### config.mk
export PLATFORM = sky130hd
export DESIGN_NAME = gb3_win_flat
export DESIGN_NICKNAME = d
export VERILOG_FILES = /design/src/design/gb3_pkg.sv /design/src/design/gb3_out_if.sv /design/src/design/gb3_win.sv /design/src/flat_wrapper.sv
export SDC_FILE = /design/constraint.sdc
export NUM_CORES = 1
export LEC_CHECK = 0
export BUFFER_PORTS_ARGS = -buffer_cell sky130_fd_sc_hd__buf_2
export CAP_MARGIN = 20
export CORE_MARGIN = 3
export CORE_UTILIZATION = 51
export CTS_BUF_LIST = sky130_fd_sc_hd__clkbuf_8
export DETAILED_ROUTE_END_ITERATION = 7
export HOLD_SLACK_MARGIN = 0.15
export PLACE_DENSITY = 0.79
export SLEW_MARGIN = 20
export SYNTH_ARGS = -nofsm -noshare
export SYNTH_HDL_FRONTEND = slang
export SYNTH_SLANG_ARGS = --single-unit
### constraint.sdc
create_clock -name clk_i -period 5.3 [get_ports clk_i]
set_input_delay 0.795 -clock clk_i [delete_from_list [all_inputs] [get_ports clk_i]]
set_output_delay 0.795 -clock clk_i [all_outputs]
set_load 0.02 [all_outputs]
### src/design/gb3_pkg.sv
// Shared constants, codes and types of the 3x3 Gaussian blur block.
`default_nettype none
package gb3_pkg;

  localparam int MAX_WIDTH  = 1024;
  localparam int PIX_W      = 8;
  localparam int COL_W      = $clog2(MAX_WIDTH);
  localparam int WID_W      = COL_W + 1;
  localparam int PEND_W     = $clog2(MAX_WIDTH + 2);
  localparam int CLR_W      = COL_W + 1;
  localparam int WCFG_W     = 11;
  localparam int HCFG_W     = 16;
  localparam int CMP_W      = (WCFG_W > WID_W) ? WCFG_W : WID_W;
  localparam int SUM_W      = PIX_W + 4;
  localparam int CFG_IDX_W  = 2;
  localparam int CFG_DATA_W = 16;

  localparam logic [WCFG_W-1:0] FW_RESET = 11'd640;
  localparam logic [HCFG_W-1:0] FH_RESET = 16'd480;

  localparam logic [CFG_IDX_W-1:0] REG_FRAME_WIDTH  = 2'd0;
  localparam logic [CFG_IDX_W-1:0] REG_FRAME_HEIGHT = 2'd1;

  typedef enum logic [1:0] {
    SEL_EDGE,
    SEL_CENTER,
    SEL_BLUR,
    SEL_LINE
  } sel_e;

  typedef struct packed {
    logic             is_pix;
    logic [PIX_W-1:0] pix;
    logic [COL_W-1:0] ic;
    logic             out_en;
    sel_e             sel;
    logic             last;
  } item_t;

  typedef struct packed {
    logic             re;
    logic [COL_W-1:0] a_addr;
    logic [COL_W-1:0] b_addr;
    logic [COL_W-1:0] e_addr;
  } rd_t;

  typedef struct packed {
    logic             we;
    logic [COL_W-1:0] addr;
    logic [PIX_W-1:0] a_data;
    logic [PIX_W-1:0] b_data;
  } wr_t;

  typedef struct packed {
    logic             active;
    logic [COL_W-1:0] addr;
  } clr_t;

endpackage
`default_nettype wire

### src/design/gb3_out_if.sv
// Output stream channel carrying blurred pixel beats.
`default_nettype none
interface gb3_out_if;
  logic                       valid;
  logic                       ready;
  logic [gb3_pkg::PIX_W-1:0]  pixel_out;
  logic                       frame_last;

  modport source (output valid, output pixel_out, output frame_last, input ready);
  modport sink (input valid, input pixel_out, input frame_last, output ready);
endinterface
`default_nettype wire

### src/design/gb3_win.sv
// Window shift, line store write-back, kernel sum and output register.
`default_nettype none
module gb3_win (
  input  logic                       clk_i,
  input  logic                       rst_ni,
  input  logic                       s1_valid_i,
  input  gb3_pkg::item_t             s1_i,
  input  logic [gb3_pkg::PIX_W-1:0]  a_rd_i,
  input  logic [gb3_pkg::PIX_W-1:0]  b_rd_i,
  input  logic [gb3_pkg::PIX_W-1:0]  e_rd_i,
  output logic                       adv_o,
  output gb3_pkg::wr_t               wr_o,
  gb3_out_if.source                  out_s
);

  logic [gb3_pkg::PIX_W-1:0] win_q [3][2];
  logic [gb3_pkg::PIX_W-1:0] n00, n01, n02, n10, n11, n12, n20, n21, n22;
  logic [gb3_pkg::SUM_W-1:0] sum;
  logic [gb3_pkg::PIX_W-1:0] val;
  logic                      fire1;
  logic                      out_valid_q, out_valid_d;
  logic [gb3_pkg::PIX_W-1:0] out_pix_q;
  logic                      out_last_q;

  assign adv_o = !out_valid_q || out_s.ready;
  assign fire1 = s1_valid_i && adv_o;

  assign n00 = win_q[0][0];
  assign n01 = win_q[0][1];
  assign n02 = b_rd_i;
  assign n10 = win_q[1][0];
  assign n11 = win_q[1][1];
  assign n12 = a_rd_i;
  assign n20 = win_q[2][0];
  assign n21 = win_q[2][1];
  assign n22 = s1_i.pix;

  always_comb begin
    sum = gb3_pkg::SUM_W'(n00) + gb3_pkg::SUM_W'(n02) + gb3_pkg::SUM_W'(n20)
        + gb3_pkg::SUM_W'(n22)
        + (gb3_pkg::SUM_W'(n01) << 1) + (gb3_pkg::SUM_W'(n10) << 1)
        + (gb3_pkg::SUM_W'(n12) << 1) + (gb3_pkg::SUM_W'(n21) << 1)
        + (gb3_pkg::SUM_W'(n11) << 2);
    case (s1_i.sel)
      gb3_pkg::SEL_EDGE:   val = e_rd_i;
      gb3_pkg::SEL_CENTER: val = n11;
      gb3_pkg::SEL_BLUR:   val = sum[gb3_pkg::SUM_W-1:4];
      gb3_pkg::SEL_LINE:   val = a_rd_i;
      default:             val = n11;
    endcase
  end

  always_ff @(posedge clk_i) begin
    if (fire1 && s1_i.is_pix) begin
      win_q[0][0] <= n01;
      win_q[0][1] <= n02;
      win_q[1][0] <= n11;
      win_q[1][1] <= n12;
      win_q[2][0] <= n21;
      win_q[2][1] <= n22;
    end
  end

  assign wr_o.we     = fire1 && s1_i.is_pix;
  assign wr_o.addr   = s1_i.ic;
  assign wr_o.a_data = s1_i.pix;
  assign wr_o.b_data = a_rd_i;

  always_comb begin
    if (fire1 && s1_i.out_en) begin
      out_valid_d = 1'b1;
    end else if (out_s.ready) begin
      out_valid_d = 1'b0;
    end else begin
      out_valid_d = out_valid_q;
    end
  end

  always_ff @(posedge clk_i or negedge rst_ni) begin
    if (!rst_ni) begin
      out_valid_q <= 1'b0;
    end else begin
      out_valid_q <= out_valid_d;
    end
  end

  always_ff @(posedge clk_i) begin
    if (fire1 && s1_i.out_en) begin
      out_pix_q  <= val;
      out_last_q <= s1_i.last;
    end
  end

  assign out_s.valid      = out_valid_q;
  assign out_s.pixel_out  = out_pix_q;
  assign out_s.frame_last = out_last_q;

endmodule
`default_nettype wire

### src/flat_wrapper.sv
// flat-port wrapper written by rule: the top's interface ports become plain ports
module gb3_win_flat 
  (clk_i, rst_ni, s1_valid_i, s1_i, a_rd_i, b_rd_i, e_rd_i, adv_o, wr_o, out_s_valid, out_s_pixel_out, out_s_frame_last, out_s_ready);
  gb3_out_if out_s_i ();
  input  logic clk_i;
  input  logic rst_ni;
  input  logic s1_valid_i;
  input  gb3_pkg::item_t s1_i;
  input  logic [gb3_pkg::PIX_W-1:0] a_rd_i;
  input  logic [gb3_pkg::PIX_W-1:0] b_rd_i;
  input  logic [gb3_pkg::PIX_W-1:0] e_rd_i;
  output logic adv_o;
  output gb3_pkg::wr_t wr_o;
  output wire logic [$bits(out_s_i.valid)-1:0] out_s_valid;
  output wire logic [$bits(out_s_i.pixel_out)-1:0] out_s_pixel_out;
  output wire logic [$bits(out_s_i.frame_last)-1:0] out_s_frame_last;
  input wire logic [$bits(out_s_i.ready)-1:0] out_s_ready;
  assign out_s_valid = out_s_i.valid;
  assign out_s_pixel_out = out_s_i.pixel_out;
  assign out_s_frame_last = out_s_i.frame_last;
  assign out_s_i.ready = out_s_ready;
  gb3_win u_core (.clk_i(clk_i), .rst_ni(rst_ni), .s1_valid_i(s1_valid_i), .s1_i(s1_i), .a_rd_i(a_rd_i), .b_rd_i(b_rd_i), .e_rd_i(e_rd_i), .adv_o(adv_o), .wr_o(wr_o), .out_s(out_s_i));
endmodule
==> results.json <==
{
  "status": "complete, but fails checks",
  "violations": "negative setup slack",
  "ys_types": 32,
  "multi_input_area_sq_um": 1880,
  "cts_tree": "built",
  "place_congestion": 0.828,
  "firstDrtPassIters": 4,
  "num_vias": 2343,
  "ant_nets": 0,
  "yosys-top-cells-area": "edfxtp_1 (43%), fa_1 (23%), inv_1 (6.3%), ha_1 (6.0%), buf_4 (4.9%)",
  "drive_gt1_share_pct": 34.9,
  "yosys_warnings": 0,
  "maxCapViolCount": 0,
  "synth_area_sq_um": 3970,
  "num-fill-cells": 593,
  "ios": 89,
  "maxSlewHeadroom_pct": 57.7,
  "start_util_pct": 53.6,
  "antenna_found_initial": 0,
  "slew_violations": 0,
  "ys_seq_area_share_pct": 43.7,
  "combPwrFrac_pct": 59.3,
  "yosys.area.top_type_share_pct": 43.1,
  "fin_tns_setup_ns": -0.180,
  "endpoint_kind": "register",
  "criticalPathCategory": "in2reg",
  "dp_slack_ns": -0.492,
  "grt.total_usage_pct": 18.4,
  "grt_pass1_wl_um": 12000,
  "grt_setup_unrepaired": "yes",
  "max_freq_mhz": 184,
  "fin_crit_ns": 5.44,
  "netlist_instances": 294,
  "diodes": 0,
  "area_delta_synth_final_pct": 18.2,
  "fp.dieH_um": 94.3,
  "cts-root-buf": "clkbuf_8",
  "grt_max_degree": 50,
  "clockBufferDepth": 2,
  "seq_area_sq_um": 1740,
  "grt_pass1_vias": 2625,
  "place_inst": 451,
  "worst_slew_pin_slew_ns": 0.635,
  "pwr_density_cell_nw_per_um2": 517,
  "htreeDepth": 3,
  "fin_worst_skew_ns": 0.00394,
  "p_seq_share_pct": 23.4,
  "overflow": 0,
  "synth_flop_cell": "edfxtp_1",
  "cts_buffers": 9,
  "final.period_utilization_pct": 103,
  "finalSetupViolCount": 2,
  "p_leak_nw": 2.11,
  "wl_um": 7010,
  "port-buffer-count": 68,
  "drtIter0Drc": 51,
  "ys_ff_latch": 58,
  "rows": 31,
  "synth-edff-count": 57,
  "clk_pin_slew_ns": 0.06,
  "clk_latency_ns": 0.34,
  "dieArea_sq_um": 8880,
  "synth.net_count": 410,
  "route.detailed.drc": 0,
  "setup_ws_ns": -0.142,
  "nNetsFinal": 481,
  "synth_area_leader_cell": "edfxtp_1",
  "wire_per_inst_um": 15.0,
  "via_per_inst": 5.00,
  "hold_path_class": "in2async",
  "clock-sinks": 58,
  "p_int_mw": 1.58,
  "ir_drop_mv": 0.329,
  "synthArstFlopShare_pct": 1.72,
  "worstPathMaxFanout": 3,
  "final_cells": 469,
  "power.switching_mw": 0.851,
  "hpwlAfterDp_um": 5520,
  "utilization_pct": 63.4,
  "worstPathRequired_ns": 5.37,
  "start_kind": "input pin",
  "die_x_um": 94.3,
  "syn_area_per_cell_sq_um": 13.5,
  "clkPwrFrac_pct": 17.3,
  "switching_share_pct": 35.1,
  "core-area_sq_um": 7410,
  "crit_arrival_ns": 5.51,
  "finalHoldViolCount": 0
}
==> synth_stat cells (3+ instances only) <==
cell type   n
inv_1      67
edfxtp_1   57
fa_1       46
buf_4      26
ha_1       19
a21oi_1     8
mux4_2      8
xnor2_1     7
nand2b_1    6
nor2_1      6
a21o_1      5
nor2b_1     5
o21ai_0     4
nand2_1     3
o21a_1      3
==> power by group through the flow <==
stage               registers [mW]  logic, mW  clock network, mW
CTS                          0.568       1.46              0.433
floorplan                    0.593       1.03                  0
global route                 0.570       1.66              0.454
finish                       0.567       1.44              0.420
detailed placement           0.578       1.44                  0
global placement             0.576       1.39                  0
==> per-layer routing <==
metal	track usage, %	vias up	wire length, um
met1	20.4	1177	2650
met4	6.62	0	141
met5	0	-	0
met2	33.3	61	3870
met3	5.29	16	354
li1	-	1089	-
==> layout make-up <==
type | count | share of cell area (%)
multi-input cells | 141 | 39.9
inverters | 67 | 5.36
flip-flops and latches | 58 | 37.0
clock inverters | 4 | 0.906
clock buffers | 12 | 3.52
well taps | 99 | 2.64
repair buffers | 88 | 10.7
==> timing repair <==
action                     CTS  global route
pin swaps                    3            11
gates resized for setup      2             5
setup buffers                0             2
setup endpoints to repair    5             6
hold buffers                 0             0
==> registers in the layout, summed over array words and instances, names as in the netlist <==
register                 flops
u_core.win_q                48
u_core.out_s.pixel_out       8
u_core.out_s.frame_last      1
u_core.out_s.valid           1
==> path summary, 6_finish.rpt <==
path,from,cells past startpoint,slack (ns),end
max,b_rd_i[0],22,-0.14,u_core.out_s.pixel_out[5]
min,rst_ni,1,0.22,u_core.out_s.valid
max reg2reg,u_core.win_q[0][8],21,-0.03,u_core.out_s.pixel_out[5]
min reg2reg,u_core.win_q[0][2],0,0.46,u_core.win_q[0][10]
max in group asynchronous,rst_ni,1,5.00,u_core.out_s.valid
min in group clk_i,u_core.win_q[0][2],0,0.46,u_core.win_q[0][10]
==> cell usage in the layout, fill, tap and decap left out, types with 4 or more instances in the layout <==
master,instances
a21o_1,5
a21oi_1,6
buf_2,67
buf_4,20
clkbuf_8,12
edfxtp_1,57
fa_1,44
ha_1,14
ha_4,5
inv_1,65
inv_2,4
mux4_2,8
nand2b_1,6
nor2_1,6
nor2b_1,4
o21ai_0,4
xnor2_1,6
==> critical path, stage by stage <==
cell and delay (ns):
buf_8 0.07, ha_4 0.12, inv_2 0.03, fa_2 0.34
nor2b_1 0.14, o21ai_1 0.09, nand2b_1 0.14, buf_4 0.14
xor2_1 0.17, fa_1 0.44, inv_1 0.09, fa_1 0.43
fa_1 0.45, fa_1 0.51, inv_1 0.06, ha_4 0.24
nor2b_4 0.12, o31a_1 0.29, o21a_1 0.19, nor2_2 0.09
xnor2_1 0.07, mux4_2 0.46
==> stage by stage <==
step / instance area [sq um] / power [mW] / hold slack [ns]
after floorplan: 4050 / 1.62 / 0.426
after global placement: 4450 / 1.97 / 0.436
after detailed placement: 4450 / 2.01 / 0.446
after global routing: 4700 / 2.69 / 0.198
final: 4700 / 2.43 / 0.221
after CTS: 4670 / 2.46 / 0.204
==> cells by family after synthesis <==
family,count (synthesis),synth area share (%)
fa+ha+maj,65,29.2
buf+inv,95,11.4
xor+xnor,9,1.98
simple gates,30,4.38
mux,10,5.04
compound gates,27,4.28
flops,58,43.7
(Power assumes the default switching activity.)
