**src/design/gb3_pkg.sv**
```systemverilog
// Shared constants, codes and types of the 3x3 Gaussian blur block.
`default_nettype none
package gb3_pkg;

  localparam int MAX_WIDTH  = 1024;
  localparam int PIX_W      = 8;
  localparam int COL_W      = $clog2(MAX_WIDTH);
  localparam int WID_W      = COL_W + 1;
  localparam int PEND_W     = $clog2(MAX_WIDTH + 2);
  localparam int CLR_W      = COL_W + 1;
  localparam int WCFG_W     = 11;
  localparam int HCFG_W     = 16;
  localparam int CMP_W      = (WCFG_W > WID_W) ? WCFG_W : WID_W;
  localparam int SUM_W      = PIX_W + 4;
  localparam int CFG_IDX_W  = 2;
  localparam int CFG_DATA_W = 16;

  localparam logic [WCFG_W-1:0] FW_RESET = 11'd640;
  localparam logic [HCFG_W-1:0] FH_RESET = 16'd480;

  localparam logic [CFG_IDX_W-1:0] REG_FRAME_WIDTH  = 2'd0;
  localparam logic [CFG_IDX_W-1:0] REG_FRAME_HEIGHT = 2'd1;

  typedef enum logic [1:0] {
    SEL_EDGE,
    SEL_CENTER,
    SEL_BLUR,
    SEL_LINE
  } sel_e;

  typedef struct packed {
    logic             is_pix;
    logic [PIX_W-1:0] pix;
    logic [COL_W-1:0] ic;
    logic             out_en;
    sel_e             sel;
    logic             last;
  } item_t;

  typedef struct packed {
    logic             re;
    logic [COL_W-1:0] a_addr;
    logic [COL_W-1:0] b_addr;
    logic [COL_W-1:0] e_addr;
  } rd_t;

  typedef struct packed {
    logic             we;
    logic [COL_W-1:0] addr;
    logic [PIX_W-1:0] a_data;
    logic [PIX_W-1:0] b_data;
  } wr_t;

  typedef struct packed {
    logic             active;
    logic [COL_W-1:0] addr;
  } clr_t;

endpackage
`default_nettype wire

```
**src/design/gb3_in_if.sv**
```systemverilog
// Input stream channel carrying command and pixel beats.
`default_nettype none
interface gb3_in_if;
  logic                       valid;
  logic                       ready;
  logic                       cmd;
  logic [gb3_pkg::PIX_W-1:0]  pixel_in;

  modport source (output valid, output cmd, output pixel_in, input ready);
  modport sink (input valid, input cmd, input pixel_in, output ready);
endinterface
`default_nettype wire

```
**src/design/gb3_ctrl.sv**
```systemverilog
// Frame position tracking, configuration registers, read issue and clearing pass.
`default_nettype none
module gb3_ctrl (
  input  logic                             clk_i,
  input  logic                             rst_ni,
  input  logic                             cfg_we_i,
  input  logic [gb3_pkg::CFG_IDX_W-1:0]    cfg_index_i,
  input  logic [gb3_pkg::CFG_DATA_W-1:0]   cfg_data_i,
  gb3_in_if.sink                           in_s,
  input  logic                             adv_i,
  output logic                             s1_valid_o,
  output gb3_pkg::item_t                   s1_o,
  output gb3_pkg::rd_t                     rd_o,
  output gb3_pkg::clr_t                    clr_o
);

  logic [gb3_pkg::WCFG_W-1:0] fw_q, fw_d;
  logic [gb3_pkg::HCFG_W-1:0] fh_q, fh_d;
  logic [gb3_pkg::COL_W-1:0]  in_col_q, in_col_d, out_col_q, out_col_d;
  logic [gb3_pkg::HCFG_W-1:0] in_row_q, in_row_d, out_row_q, out_row_d;
  logic [gb3_pkg::PEND_W-1:0] pend_q, pend_d;
  logic [gb3_pkg::CLR_W-1:0]  clr_q, clr_d;
  logic                       s1_valid_q, s1_valid_d;
  gb3_pkg::item_t             s1_q, s1_d;

  logic [gb3_pkg::CMP_W-1:0]  fw_ext, w_ext;
  logic [gb3_pkg::WID_W-1:0]  w;
  logic [gb3_pkg::COL_W-1:0]  wm1;
  logic [gb3_pkg::HCFG_W-1:0] h, hm1;
  logic [gb3_pkg::PEND_W-1:0] wp1, pend_e;
  logic [gb3_pkg::COL_W-1:0]  ocol_e;
  logic [gb3_pkg::HCFG_W-1:0] orow_e;
  logic                       clearing, in_fire, cfg_hit;
  logic                       at_start, pend_nz, drop, out_en, border, last;
  gb3_pkg::sel_e              sel;

  assign clearing = (clr_q != gb3_pkg::CLR_W'(gb3_pkg::MAX_WIDTH));
  assign in_s.ready = !clearing && (!s1_valid_q || adv_i);
  assign in_fire = in_s.valid && in_s.ready;
  assign cfg_hit = cfg_we_i && ((cfg_index_i == gb3_pkg::REG_FRAME_WIDTH) ||
                                (cfg_index_i == gb3_pkg::REG_FRAME_HEIGHT));

  assign fw_ext = gb3_pkg::CMP_W'(fw_q);

  always_comb begin
    if (fw_ext < gb3_pkg::CMP_W'(3)) begin
      w_ext = gb3_pkg::CMP_W'(3);
    end else if (fw_ext > gb3_pkg::CMP_W'(gb3_pkg::MAX_WIDTH)) begin
      w_ext = gb3_pkg::CMP_W'(gb3_pkg::MAX_WIDTH);
    end else begin
      w_ext = fw_ext;
    end
  end

  assign w   = gb3_pkg::WID_W'(w_ext);
  assign wm1 = gb3_pkg::COL_W'(w - gb3_pkg::WID_W'(1));
  assign h   = (fh_q < gb3_pkg::HCFG_W'(3)) ? gb3_pkg::HCFG_W'(3) : fh_q;
  assign hm1 = h - gb3_pkg::HCFG_W'(1);
  assign wp1 = gb3_pkg::PEND_W'(w) + gb3_pkg::PEND_W'(1);

  always_comb begin
    at_start = (in_row_q == '0) && (in_col_q == '0);
    pend_nz  = (pend_q != '0);
    drop     = !in_s.cmd && at_start && pend_nz && (pend_q < wp1);
    pend_e   = drop ? '0 : pend_q;
    ocol_e   = drop ? in_col_q : out_col_q;
    orow_e   = drop ? in_row_q : out_row_q;
    out_en   = in_s.cmd ? (at_start && pend_nz) : (pend_e >= wp1);
    border   = (orow_e == '0) || (orow_e == hm1) || (ocol_e == '0) || (ocol_e == wm1);
    last     = (orow_e == hm1) && (ocol_e == wm1);

    if (in_s.cmd) begin
      sel = (orow_e == hm1) ? gb3_pkg::SEL_LINE : gb3_pkg::SEL_EDGE;
    end else if (in_col_q == '0) begin
      sel = gb3_pkg::SEL_EDGE;
    end else if (border) begin
      sel = gb3_pkg::SEL_CENTER;
    end else begin
      sel = gb3_pkg::SEL_BLUR;
    end

    fw_d      = fw_q;
    fh_d      = fh_q;
    in_col_d  = in_col_q;
    in_row_d  = in_row_q;
    out_col_d = out_col_q;
    out_row_d = out_row_q;
    pend_d    = pend_q;

    if (cfg_hit) begin
      if (cfg_index_i == gb3_pkg::REG_FRAME_WIDTH) begin
        fw_d = cfg_data_i[gb3_pkg::WCFG_W-1:0];
      end else begin
        fh_d = cfg_data_i[gb3_pkg::HCFG_W-1:0];
      end
      in_col_d  = '0;
      in_row_d  = '0;
      out_col_d = '0;
      out_row_d = '0;
      pend_d    = '0;
    end else if (in_fire) begin
      if (in_s.cmd) begin
        pend_d = out_en ? (pend_q - gb3_pkg::PEND_W'(1)) : pend_q;
      end else begin
        pend_d = out_en ? pend_e : (pend_e + gb3_pkg::PEND_W'(1));
        if (in_col_q == wm1) begin
          in_col_d = '0;
          in_row_d = (in_row_q == hm1) ? '0 : (in_row_q + gb3_pkg::HCFG_W'(1));
        end else begin
          in_col_d = in_col_q + gb3_pkg::COL_W'(1);
        end
      end
      out_col_d = ocol_e;
      out_row_d = orow_e;
      if (out_en) begin
        if (ocol_e == wm1) begin
          out_col_d = '0;
          out_row_d = (orow_e == hm1) ? '0 : (orow_e + gb3_pkg::HCFG_W'(1));
        end else begin
          out_col_d = ocol_e + gb3_pkg::COL_W'(1);
        end
      end
    end
  end

  always_comb begin
    s1_valid_d = in_fire || (s1_valid_q && !adv_i);
    s1_d = s1_q;
    if (in_fire) begin
      s1_d.is_pix = !in_s.cmd;
      s1_d.pix    = in_s.pixel_in;
      s1_d.ic     = in_col_q;
      s1_d.out_en = out_en;
      s1_d.sel    = sel;
      s1_d.last   = last;
    end
    clr_d = clearing ? (clr_q + gb3_pkg::CLR_W'(1)) : clr_q;
  end

  always_ff @(posedge clk_i or negedge rst_ni) begin
    if (!rst_ni) begin
      fw_q       <= gb3_pkg::FW_RESET;
      fh_q       <= gb3_pkg::FH_RESET;
      in_col_q   <= '0;
      in_row_q   <= '0;
      out_col_q  <= '0;
      out_row_q  <= '0;
      pend_q     <= '0;
      clr_q      <= '0;
      s1_valid_q <= 1'b0;
    end else begin
      fw_q       <= fw_d;
      fh_q       <= fh_d;
      in_col_q   <= in_col_d;
      in_row_q   <= in_row_d;
      out_col_q  <= out_col_d;
      out_row_q  <= out_row_d;
      pend_q     <= pend_d;
      clr_q      <= clr_d;
      s1_valid_q <= s1_valid_d;
    end
  end

  always_ff @(posedge clk_i) begin
    s1_q <= s1_d;
  end

  assign s1_valid_o = s1_valid_q;
  assign s1_o       = s1_q;

  assign rd_o.re     = in_fire;
  assign rd_o.a_addr = in_s.cmd ? ocol_e : in_col_q;
  assign rd_o.b_addr = in_col_q;
  assign rd_o.e_addr = wm1;

  assign clr_o.active = clearing;
  assign clr_o.addr   = clr_q[gb3_pkg::COL_W-1:0];

endmodule
`default_nettype wire

```
**src/flat_wrapper.sv**
```systemverilog
// flat-port wrapper written by rule: the top's interface ports become plain ports
module gb3_ctrl_flat 
  (clk_i, rst_ni, cfg_we_i, cfg_index_i, cfg_data_i, adv_i, s1_valid_o, s1_o, rd_o, clr_o, in_s_valid, in_s_cmd, in_s_pixel_in, in_s_ready);
  gb3_in_if in_s_i ();
  input  logic clk_i;
  input  logic rst_ni;
  input  logic cfg_we_i;
  input  logic [gb3_pkg::CFG_IDX_W-1:0] cfg_index_i;
  input  logic [gb3_pkg::CFG_DATA_W-1:0] cfg_data_i;
  input  logic adv_i;
  output logic s1_valid_o;
  output gb3_pkg::item_t s1_o;
  output gb3_pkg::rd_t rd_o;
  output gb3_pkg::clr_t clr_o;
  input wire logic [$bits(in_s_i.valid)-1:0] in_s_valid;
  input wire logic [$bits(in_s_i.cmd)-1:0] in_s_cmd;
  input wire logic [$bits(in_s_i.pixel_in)-1:0] in_s_pixel_in;
  output wire logic [$bits(in_s_i.ready)-1:0] in_s_ready;
  assign in_s_i.valid = in_s_valid;
  assign in_s_i.cmd = in_s_cmd;
  assign in_s_i.pixel_in = in_s_pixel_in;
  assign in_s_ready = in_s_i.ready;
  gb3_ctrl u_core (.clk_i(clk_i), .rst_ni(rst_ni), .cfg_we_i(cfg_we_i), .cfg_index_i(cfg_index_i), .cfg_data_i(cfg_data_i), .in_s(in_s_i), .adv_i(adv_i), .s1_valid_o(s1_valid_o), .s1_o(s1_o), .rd_o(rd_o), .clr_o(clr_o));
endmodule
```
**config.mk**
```make
export PLATFORM = sky130hd
export DESIGN_NAME = gb3_ctrl_flat
export DESIGN_NICKNAME = d
export VERILOG_FILES = /design/src/design/gb3_pkg.sv /design/src/design/gb3_in_if.sv /design/src/design/gb3_ctrl.sv /design/src/flat_wrapper.sv
export SDC_FILE = /design/constraint.sdc
export NUM_CORES = 1
export LEC_CHECK = 0
export ABC_AREA = 1
export BUFFER_PORTS_ARGS = -buffer_cell sky130_fd_sc_hd__buf_4
export CORE_ASPECT_RATIO = 1.5
export CORE_MARGIN = 1
export CORE_UTILIZATION = 55
export DETAILED_ROUTE_END_ITERATION = 8
export GPL_ROUTABILITY_DRIVEN = 0
export GPL_TIMING_DRIVEN = 0
export PLACE_DENSITY = 0.79
export SLEW_MARGIN = 10
export SYNTH_ARGS = -nofsm -noshare
export SYNTH_HDL_FRONTEND = slang
export SYNTH_SLANG_ARGS = --single-unit
```
**constraint.sdc**
```tcl
create_clock -name clk_i -period 4.58 [get_ports clk_i]
set_clock_uncertainty 0.1 [all_clocks]
set_input_delay 0.687 -clock clk_i [delete_from_list [all_inputs] [get_ports clk_i]]
set_output_delay 0.687 -clock clk_i [all_outputs]
set_load 0.02 [all_outputs]
```
==> summary.txt, run 1 <==
Outcome
  – Status: complete, but fails checks
  – Failing checks: design-rule violations, negative setup slack

Critical path
  – CP max FO: 6
  – Crit. End Element: register
  – Crit path kind: reg2reg
  – Setup crit start: u_core.fw_ext[3]$_DFFE_PN0P_
  – R2R Path Start: u_core.fw_ext[3]$_DFFE_PN0P_
  – Critical-path top delay cell: nor4b_2
  – Top cell by count, worst path: nand2_1
  – CP peak stage delay: 450 ps
  – Setup crit start kind: register
  – WP data arrival: 5780 ps
  – WP data required: 4850 ps

Pwr
  – Logic pwr share: 35.8%
  – Power density cells: 320.2 mW/mm^2
  – Internal power: 2.506 mW
  – Switching power: 1.587 mW
  – Net Sw Frac: 38.78%
  – Power Total: 4.093 mW
  – Static Leak: 6.378 nW
  – Clock share of power: 31.8%
  – Sequential group share of total power: 32.4%
  – Max IR drop VDD: 298.0 uV

Detailed routing
  – Number of remaining DRC errors: 12
  – 1st-iter DRT viols: 1636
  – Post-route ant nets: 0
  – Iteration count of the initial detailed-routing pass: 9
  – Routed len/inst: 20.38 um
  – Via count: 11.37k
  – Final WL: 36950 um
  – Avg Vias per Cell: 6.272

Logic synthesis
  – Synth area leader: dfrtp_1
  – Post-Syn Nets: 1464
  – Synth top area share: 24.89%
  – Synth Instances: 1399
  – Syn Area/Cell: 6.898 um^2
  – Asr flop ratio synth: 81.60%
  – Sequential fraction of the synthesis area: 33.68%
  – Netlist Area Pre-Place: 0.009651 mm^2
  – Synth top area cells: dfrtp_1 25%, nand2_1 15%, edfxtp_1 7.2%, inv_1 7.1%, nand3_1 6.6%
  – Yosys reg bits: 125
  – Yosys warns: 0
  – Number of synthesized flops with an enable pin: 23
  – Predominant post-synthesis flop cell: dfrtp_1
  – Yosys cell types: 55

Placed design
  – Detailed Place HPWL: 22360 um
  – Placed cells: 1710
  – # port buffers: 98
  – Placed cell areas: 0.01068 mm^2

Clocking
  – Number of CTS-inserted buffers: 17
  – CTS clk-pin slew, worst paths: 60 ps
  – Clock insertion delay at the later pin of the skew report: 440 ps
  – CTS tree: done
  – Clock root buffer: clkbuf_16
  – CTS HTree Levels: 4
  – Longest Clk Path Bufs: 2
  – Clk sinks: 125

STA
  – Setup WS post-layout: -932.0 ps
  – Worst-margin pin slew: 1011 ps
  – Final min period: 5512 ps
  – Fin. Hold Viols: 0
  – Period utilisation layout: 120.3%
  – RSZ-0062 raised after global routing: true
  – WHS: 252.2 ps
  – Max Fclk: 181.4 MHz
  – Worst rel slew slack: 32.57%
  – Final setup fails: 49
  – Final slew viol count: 0

Floorplan
  – Die Span Y: 164.2 um
  – Total core area: 0.01727 mm^2
  – Horiz. Die Dim: 110.2 um
  – I/O pin count: 99
  – Starting Density: 55.87%
  – Num rows: 59
  – Die area: 0.01809 mm^2

Hold path
  – Min-Delay Path Class: in2async

Global route
  – Grt ovf: 0
  – Largest net degree at the start of global routing: 103
  – First-pass GRT wire length: 52010 um
  – Initial antenna violation count: 0
  – Total track usage: 38.30%
  – Vias in the first global route: 10.44k

Layout
  – ANT cells: 0
  – Fin area: 0.01278 mm^2
  – Storage element area: 0.003251 mm^2
  – Fill cell count: 1215
  – Finished Layout Cells: 1813
  – Layout area overhead: 32.45%
  – Post-layout util: 74.00%
  – NumNets Final: 1652
  – Area occupied by multi-input gates: 0.006265 mm^2
  – Share of cells above drive strength 1: 25.94%

Flow run
  – Max Cap Violations: 0
==> layer usage <==
metal | part of all wire, % | global-route usage (%)
met2 | 46 | 64.46
met3 | 11 | 9.762
met4 | 11 | 30.92
met1 | 32 | 39.57
met5 | 0 | 0
==> cells in the mapped netlist (16+ instances only) <==
library cell,n
nand2_1,376
inv_1,183
nand3_1,127
nor2_1,122
dfrtp_1,96
o21ai_0,83
xor2_1,65
a21oi_1,46
nand4_1,45
nor3_1,42
ha_1,33
edfxtp_1,23
buf_4,16
clkbuf_1,16
==> cells in the final DEF, fill, tap and decap left out, types with 9 or more instances in the layout <==
cell type  count
nor2_1       107
xnor2_1        9
nand3_2       22
ha_1          24
buf_6         21
dfrtp_1       96
nand3_1      107
xor2_1        59
nand2_2       40
inv_2         15
buf_4        161
clkbuf_1      20
edfxtp_1      23
clkbuf_16     18
inv_1        169
nor4_1         9
nor2_4        15
nand2_4       17
a21oi_1       40
o21ai_0       56
nor3_1        34
nand2_1      334
nand4_1       45
o21ai_1       24
ha_4           9
nor2_2        10
nand3b_1       9
o21ai_2       10
==> what timing repair did <==
action	in CTS	in global routing
setup endpoints to repair	51	68
gates cloned	3	0
hold endpoints to repair	0	0
gates resized for setup	134	111
buffers inserted	49	22
hold buffers	0	0
pin swaps	60	45
==> kinds of logic after synthesis <==
logic type	after synthesis	share of synthesized area (%)
flops	125	33.68
buf+inv	232	10.02
compound gates	155	8.791
xor+xnor	75	6.807
fa+ha+maj	33	4.279
simple gates	779	36.42
==> critical path: cells and delay by family, from the launching register on <==
kind	cells	cell delay (ps)
buf+inv	7	670
flops	1	410
fa+ha+maj	3	640
simple gates	24	3100
compound gates	2	450
==> area by class of cell <==
cell class / instances / area share, %
multi-input cells: 1042 / 49.01
flip-flops and latches: 125 / 25.43
repair buffers: 172 / 11.17
inverters: 190 / 5.756
clock buffers: 25 / 3.964
plain buffers: 39 / 2.144
well taps: 213 / 2.085
clock inverters: 7 / 0.4405
==> path summary, 6_finish.rpt <==
| kind | slack [ps] | to | cells after the start |
|---|---|---|---|
| max | -930 | u_core.pend_q[9]$_DFFE_PN0P_ | 36 |
| min | 250 | u_core.in_col_q[3]$_DFFE_PN0P_ | 1 |
| max reg2reg | -930 | u_core.pend_q[9]$_DFFE_PN0P_ | 36 |
| min reg2reg | 380 | u_core.out_row_q[5]$_DFFE_PN0P_ | 2 |
| max in group asynchronous | 3400 | u_core.out_col_q[3]$_DFFE_PN0P_ | 1 |
| min in group clk_i | 320 | u_core.s1_o[17]$_DFFE_PP_ | 1 |
==> registers in the layout, indices dropped and copies added, names as in the netlist <==
register,flops
u_core.s1_valid_o,1
u_core.out_row_q,16
u_core.s1_o,23
u_core.out_col_q,10
u_core.fw_ext,11
u_core.in_row_q,16
u_core.fh_q,16
u_core.clr_q,11
u_core.in_col_q,10
u_core.pend_q,11
==> stage by stage <==
step	TNS (ps)	setup WS [ps]
after global placement	-33940	-1058
after detailed placement	-35670	-1096
after CTS	-4962	-209.9
after global routing	-40350	-1121
after floorplan	0	15.85
final	-31870	-932.0
==> power groups by stage <==
stage	clock network (mW)	logic [mW]	registers, mW
6_report	1.30	1.47	1.33
5_1_grt	1.34	1.56	1.33
4_1_cts	1.29	1.27	1.32
3_5_place_dp	0	1.12	1.34
3_3_place_gp	0	1.10	1.34
2_1_floorplan	0	0.786	1.32
Power figures use the tool's default switching activity.
==> run 2: changes to the inputs <==
--- a/config.mk
+++ b/config.mk
@@ -9,11 +9,11 @@
 export BUFFER_PORTS_ARGS = -buffer_cell sky130_fd_sc_hd__buf_4
 export CORE_ASPECT_RATIO = 1.5
 export CORE_MARGIN = 1
-export CORE_UTILIZATION = 55
+export CORE_UTILIZATION = 60
 export DETAILED_ROUTE_END_ITERATION = 8
 export GPL_ROUTABILITY_DRIVEN = 0
 export GPL_TIMING_DRIVEN = 0
-export PLACE_DENSITY = 0.79
+export PLACE_DENSITY = 0.82
 export SLEW_MARGIN = 10
 export SYNTH_ARGS = -nofsm -noshare
 export SYNTH_HDL_FRONTEND = slang
==> constraint.sdc (replaced) <==
create_clock -name clk_i -period 5.6 [get_ports clk_i]
set_clock_uncertainty 0.1 [all_clocks]
set_input_delay 0.84 -clock clk_i [delete_from_list [all_inputs] [get_ports clk_i]]
set_output_delay 0.84 -clock clk_i [all_outputs]
set_load 0.02 [all_outputs]
==> run 2 against run 1 <==
Compared with the run above: via count fell by 10%; critical path depth did not move; global-route usage fell by 1.4 points; register-to-register slack improved by 1100 ps; the flow now finishes without violations; die area fell by 8.2%; routed wire length fell by 19%.
==> summary.txt, run 2 (same netlist as run 1, synthesis figures left out) <==
Outcome
  – Status: finished, final reports clean (was complete, but fails checks)

Pwr
  – Logic pwr share: 30.9% (was 35.8%)
  – Switching power: 1.190 mW (was 1.587 mW)
  – Sequential group share of total power: 34.8% (was 32.4%)
  – Power density cells: 274.3 mW/mm^2 (was 320.2 mW/mm^2)
  – Max IR drop VDD: 184.2 uV (was 298.0 uV)
  – Power Total: 3.127 mW (was 4.093 mW)
  – Static Leak: 5.909 nW (was 6.378 nW)
  – Clock share of power: 34.3% (was 31.8%)
  – Net Sw Frac: 38.06% (was 38.78%)
  – Internal power: 1.937 mW (was 2.506 mW)

Hold path
  – Hold Path Origin: u_core.out_row_q[5]$_DFFE_PN0P_
  – Min-Delay Path Class: reg2reg (was in2async)

Placed design
  – Detailed Place HPWL: 21930 um (was 22360 um)
  – # port buffers: 98 (unchanged)

STA
  – Final setup fails: 0 (was 49)
  – Setup TNS: 0 ps (was -31870 ps)
  – Worst-margin pin slew: 1034 ps (was 1011 ps)
  – RSZ-0062 raised after global routing: true (unchanged)
  – Period utilisation layout: 96.85% (was 120.3%)
  – Max Fclk: 184.4 MHz (was 181.4 MHz)
  – Fin. Hold Viols: 0 (unchanged)
  – Final slew viol count: 0 (unchanged)
  – Final min period: 5423 ps (was 5512 ps)
  – Worst rel slew slack: 30.98% (was 32.57%)

Layout
  – Commonest non-fill, non-tap cells in the layout: 374 x nand2_1, 179 x inv_1, 126 x nand3_1 (was 334 x nand2_1, 169 x inv_1, 161 x buf_4)
  – Area occupied by multi-input gates: 0.005540 mm^2 (was 0.006265 mm^2)
  – Storage element area: 0.003251 mm^2 (unchanged)
  – Post-layout util: 72.63% (was 74.00%)
  – NumNets Final: 1586 (was 1652)
  – Layout area overhead: 18.13% (was 32.45%)
  – Most common cell after layout, fill and taps aside: nand2_1 (unchanged)
  – Share of cells above drive strength 1: 15.12% (was 25.94%)
  – ANT cells: 0 (unchanged)
  – Fill cell count: 1299 (was 1215)
  – Max reg flops: 23 (unchanged)

Clocking
  – Number of CTS-inserted buffers: 17 (unchanged)
  – Clock root buffer: clkbuf_16 (unchanged)
  – CTS tree: done (unchanged)
  – CTS HTree Levels: 4 (unchanged)
  – Longest Clk Path Bufs: 2 (unchanged)
  – Clock insertion delay at the later pin of the skew report: 420 ps (was 440 ps)
  – Hold-fix buffers, CTS: 0 (unchanged)
  – CTS clk-pin slew, worst paths: 60 ps (about the same)
  – Clk sinks: 125 (unchanged)

Global route
  – Largest net degree at the start of global routing: 103 (unchanged)
  – Grt ovf: 0 (unchanged)
  – First-pass GRT wire length: 47450 um (was 52010 um)
  – Vias in the first global route: 9920 (was 10.44k)
  – Total track usage: 36.90% (was 38.30%)
  – Initial antenna violation count: 0 (unchanged)

Detailed routing
  – 1st-iter DRT viols: 791 (was 1636)
  – Final WL: 29930 um (was 36950 um)
  – Via count: 10.23k (was 11.37k)
  – Avg Vias per Cell: 5.889 (was 6.272)
  – Iteration count of the initial detailed-routing pass: 8 (was 9)
  – Routed len/inst: 17.23 um (was 20.38 um)
  – Number of remaining DRC errors: 0 (was 12)
  – Post-route ant nets: 0 (unchanged)

Flow run
  – Max Cap Violations: 0 (unchanged)

Critical path
  – FF-to-FF setup slack: 180 ps (was -930 ps)
  – CP max FO: 8 (was 6)
  – Setup crit start kind: register (unchanged)
  – Crit. End Element: register (unchanged)
  – WP data required: 5850 ps (was 4850 ps)
  – Crit path kind: reg2reg (unchanged)
  – WP data arrival: 5670 ps (was 5780 ps)
  – Top cell by count, worst path: nand2_1 (unchanged)
  – Critical-path top delay cell: dfrtp_1 (was nor4b_2)
  – R2R Path Start: u_core.fw_ext[3]$_DFFE_PN0P_ (unchanged)
  – CP peak stage delay: 420 ps (was 450 ps)
  – Setup crit start: u_core.fw_ext[3]$_DFFE_PN0P_ (unchanged)

Floorplan
  – Die Span Y: 157.3 um (was 164.2 um)
  – Total core area: 0.01570 mm^2 (was 0.01727 mm^2)
  – Starting Density: 61.49% (was 55.87%)
  – Die area: 0.01661 mm^2 (was 0.01809 mm^2)
  – I/O pin count: 99 (unchanged)
  – Num rows: 56 (was 59)
  – Horiz. Die Dim: 105.6 um (was 110.2 um)
run 2: per-layer routing:
layer,GRT usage (%),vias to the layer above,wire (um)
met2,64.76,552,15060
li1,-,4801,-
met4,29.30,0,2314
met1,39.17,4708,10320
met3,6.211,168,2231
met5,0,-,0
run 2: worst paths after layout:
kind	to	depth (start not counted)
max	u_core.out_row_q[2]$_DFFE_PN0P_	36
min	u_core.out_row_q[5]$_DFFE_PN0P_	2
max reg2reg	u_core.out_row_q[2]$_DFFE_PN0P_	36
min reg2reg	u_core.out_row_q[5]$_DFFE_PN0P_	2
max in group asynchronous	u_core.in_row_q[11]$_DFFE_PN0P_	1
min in group asynchronous	u_core.fh_q[9]$_DFFE_PN0P_	1
run 2: final cells by class:
type / count / area share (%)
timing repair buffer: 104 / 7.101
tap: 203 / 2.228
sequential: 125 / 28.51
inverter: 190 / 6.256
clock inverter: 15 / 1.185
multi-input combinational: 1042 / 48.60
clock buffer: 17 / 3.732
buffer: 41 / 2.382
run 2: worst max-delay path, delay by kind of cell (launching register included):
family                   cells  cell delay [ps]
flip-flops                   1              420
AND/OR/NAND/NOR             22             2240
buffers and inverters        6              600
adder cells (fa/ha/maj)      3              960
AO/OA/AOI/OAI                5             1020
run 2: metrics by stage:
stage                     hold WS [ps]  area (um^2)  cells  setup slack (ps)
after global placement           363.4        10640   1700            -318.5
after global routing             404.1        11400   1737            -114.3
after floorplan                  348.9         9651   1399             688.3
after CTS                        382.3        11250   1735             17.22
after detailed placement         366.1        10640   1700            -395.9
final                            384.1        11400   1737             176.6
run 2: repair_timing:
item	in CTS	in global routing
endpoints found under the hold margin	0	0
setup endpoints to repair	38	39
pin swaps	3	3
gates resized for setup	7	28
gates cloned	0	0
setup buffers	3	3
run 2: power groups by stage:
stage          clock (mW)  combinational [mW]  sequential (mW)
3_5_place_dp            0               0.907             1.10
2_1_floorplan           0               0.638             1.08
5_1_grt              1.12                1.06             1.09
4_1_cts              1.08               0.923             1.08
6_report             1.07               0.965             1.09
3_3_place_gp            0               0.887             1.09
==> run 3: changes to the inputs <==
--- a/config.mk
+++ b/config.mk
@@ -9,11 +9,11 @@
 export BUFFER_PORTS_ARGS = -buffer_cell sky130_fd_sc_hd__buf_4
 export CORE_ASPECT_RATIO = 1.5
 export CORE_MARGIN = 1
-export CORE_UTILIZATION = 60
+export CORE_UTILIZATION = 57
 export DETAILED_ROUTE_END_ITERATION = 8
 export GPL_ROUTABILITY_DRIVEN = 0
 export GPL_TIMING_DRIVEN = 0
-export PLACE_DENSITY = 0.82
+export PLACE_DENSITY = 0.78
 export SLEW_MARGIN = 10
 export SYNTH_ARGS = -nofsm -noshare
 export SYNTH_HDL_FRONTEND = slang
==> run 3 against run 2 <==
Compared with the run above: non-clock buffer count up 4; via count down 2.1%; setup slack gained 150 ps; sequential share of layout area down 0.14 points; sequential cell count unchanged; cell area grew 0.52%; global-route usage decreased by 2.2 points; highest routed layer unchanged.
==> summary.txt, run 3 (same netlist as run 1, synthesis figures left out) <==
Outcome
  – Status: finished, final reports clean (unchanged)

Layout
  – Fin area: 0.01146 mm^2 (was 0.01140 mm^2)
  – Share of cells above drive strength 1: 15.67% (was 15.12%)
  – Fill cell count: 1352 (was 1299)
  – Post-layout util: 69.86% (was 72.63%)
  – Finished Layout Cells: 1744 (was 1737)
  – Area occupied by multi-input gates: 0.005550 mm^2 (was 0.005540 mm^2)
  – ANT cells: 0 (unchanged)
  – Max reg flops: 23 (unchanged)
  – NumNets Final: 1590 (was 1586)
  – Commonest non-fill, non-tap cells in the layout: 372 x nand2_1, 179 x inv_1, 126 x nand3_1 (was 374 x nand2_1, 179 x inv_1, 126 x nand3_1)
  – Most common cell after layout, fill and taps aside: nand2_1 (unchanged)
  – Layout area overhead: 18.73% (was 18.13%)
  – Storage element area: 0.003252 mm^2 (was 0.003251 mm^2)

Clocking
  – CTS tree: done (unchanged)
  – Clk sinks: 125 (unchanged)
  – Number of CTS-inserted buffers: 17 (unchanged)
  – Clock insertion delay at the later pin of the skew report: 420 ps (about the same)
  – CTS clk-pin slew, worst paths: 60 ps (about the same)
  – CTS HTree Levels: 4 (unchanged)
  – Clock root buffer: clkbuf_16 (unchanged)
  – Longest Clk Path Bufs: 2 (unchanged)

Placed design
  – # port buffers: 98 (unchanged)
  – Placed cells: 1703 (was 1700)
  – Placed cell areas: 0.01065 mm^2 (was 0.01064 mm^2)
  – Detailed Place HPWL: 21980 um (was 21930 um)

Critical path
  – CP peak stage delay: 430 ps (was 420 ps)
  – FF-to-FF setup slack: 330 ps (was 180 ps)
  – Crit path kind: reg2reg (unchanged)
  – WP data required: 5860 ps (was 5850 ps)
  – CP max FO: 8 (unchanged)
  – Critical-path top delay cell: dfrtp_1 (unchanged)
  – R2R Path Start: u_core.fw_ext[3]$_DFFE_PN0P_ (unchanged)
  – Setup crit start: u_core.fw_ext[3]$_DFFE_PN0P_ (unchanged)
  – Crit path to: u_core.out_row_q[9]$_DFFE_PN0P_ (was u_core.out_row_q[2]$_DFFE_PN0P_)
  – Setup crit start kind: register (unchanged)
  – Crit. End Element: register (unchanged)
  – WP data arrival: 5530 ps (was 5670 ps)
  – Critical R2R Capture: u_core.out_row_q[9]$_DFFE_PN0P_ (was u_core.out_row_q[2]$_DFFE_PN0P_)
  – Register-to-Register Path Depth: 32 (was 36)

STA
  – Max Fclk: 189.6 MHz (was 184.4 MHz)
  – Final min period: 5274 ps (was 5423 ps)
  – Setup TNS: 0 ps (unchanged)
  – Fin. Hold Viols: 0 (unchanged)
  – Final slew viol count: 0 (unchanged)
  – Worst rel slew slack: 34.98% (was 30.98%)
  – Period utilisation layout: 94.18% (was 96.85%)
  – Worst-margin pin slew: 968.9 ps (was 1034 ps)
  – Final setup fails: 0 (unchanged)

Floorplan
  – Die Span Y: 161.4 um (was 157.3 um)
  – Total core area: 0.01640 mm^2 (was 0.01570 mm^2)
  – Starting Density: 58.83% (was 61.49%)
  – Horiz. Die Dim: 108.2 um (was 105.6 um)
  – Num rows: 57 (was 56)
  – I/O pin count: 99 (unchanged)
  – Die area: 0.01747 mm^2 (was 0.01661 mm^2)

Global route
  – GRT busiest layer: met2 (unchanged)
  – Initial antenna violation count: 0 (unchanged)
  – Met3 Resource Use GR: 5.892% (was 6.211%)
  – GR Layer Usage met2: 59.00% (was 64.76%)
  – Grt ovf: 0 (unchanged)
  – Total track usage: 34.66% (was 36.90%)
  – Vias in the first global route: 9475 (was 9920)
  – Largest net degree at the start of global routing: 103 (unchanged)
  – First-pass GRT wire length: 46370 um (was 47450 um)
  – M1 GR Usage: 38.34% (was 39.17%)

Hold path
  – Worst Hold Depth: 2 (unchanged)
  – Min-Delay Path Class: reg2reg (unchanged)

Detailed routing
  – Via count: 10.02k (was 10.23k)
  – Number of remaining DRC errors: 0 (unchanged)
  – 1st-iter DRT viols: 761 (was 791)
  – Routed len/inst: 16.76 um (was 17.23 um)
  – Iteration count of the initial detailed-routing pass: 5 (was 8)
  – Final WL: 29230 um (was 29930 um)
  – Avg Vias per Cell: 5.744 (was 5.889)
  – Post-route ant nets: 0 (unchanged)

Pwr
  – Max IR drop VDD: 222.4 uV (was 184.2 uV)
  – Static Leak: 5.926 nW (was 5.909 nW)
  – Power density cells: 275.3 mW/mm^2 (was 274.3 mW/mm^2)

Flow run
  – Max Cap Violations: 0 (unchanged)
-- run 3: changes by cell type in the layout (fill, tap and decap cells not counted), moves of 2 or more --
cell and delta:
clkinv_4 +2, nand2_1 -2, buf_4 +5, clkinv_2 -2
-- run 3: worst min path at each step --
stage	end	start
after floorplan	u_core.out_row_q[0]$_DFFE_PN0P_	u_core.out_row_q[0]$_DFFE_PN0P_
after global placement	u_core.out_row_q[4]$_DFFE_PN0P_	u_core.out_row_q[4]$_DFFE_PN0P_
after detailed placement	u_core.out_row_q[5]$_DFFE_PN0P_	u_core.out_row_q[5]$_DFFE_PN0P_
after CTS	u_core.out_row_q[5]$_DFFE_PN0P_	u_core.out_row_q[5]$_DFFE_PN0P_
after global routing	u_core.out_row_q[4]$_DFFE_PN0P_	u_core.out_row_q[4]$_DFFE_PN0P_
final	u_core.out_row_q[1]$_DFFE_PN0P_	u_core.out_row_q[1]$_DFFE_PN0P_
-- run 3: final cells by class --
type	count	share of cell area [%]
buffer	41	2.271
sequential	125	28.38
timing repair buffer	108	7.327
clock buffer	18	3.745
clock inverter	14	1.365
multi-input combinational	1042	48.44
inverter	190	6.224
tap	206	2.249
-- run 3: timing repair --
item | 4_1_cts | 5_1_grt
endpoints found under the setup margin | 38 | 39
pin swaps | 3 | 7
hold buffers | 0 | 0
setup buffers | 3 | 7
resized for setup | 10 | 26
-- run 3: metal layers --
metal / part of all wire (%) / vias to the layer above
met5: 0 / -
met1: 36 / 4571
met2: 50 / 481
met3: 6.9 / 145
met4: 7.4 / 0
li1: - / 4821
-- run 3: stage by stage --
stage	setup WS (ps)	power, mW	hold slack, ps
global placement	-378.7	1.985	362.5
floorplan	688.3	1.715	348.9
detailed placement	-430.0	2.006	365.5
finish	326.0	3.155	382.5
global route	-37.16	3.306	410.6
CTS	12.16	3.123	381.5
-- run 3: power by group --
part / internal, mW / switching [mW]
registers: 1.00 / 0.0860
clock network: 0.663 / 0.446
logic: 0.323 / 0.638
-- run 3: worst max-delay path, delay by kind of cell, from the launching register on --
family | cells | cell delay, ps
and+or+nand+nor | 18 | 2070
AOI/OAI and AO/OA | 5 | 1080
DFF | 1 | 430
adders and majority gates | 2 | 610
xor gates and xnor gates | 1 | 270
buffers and inverters | 6 | 650
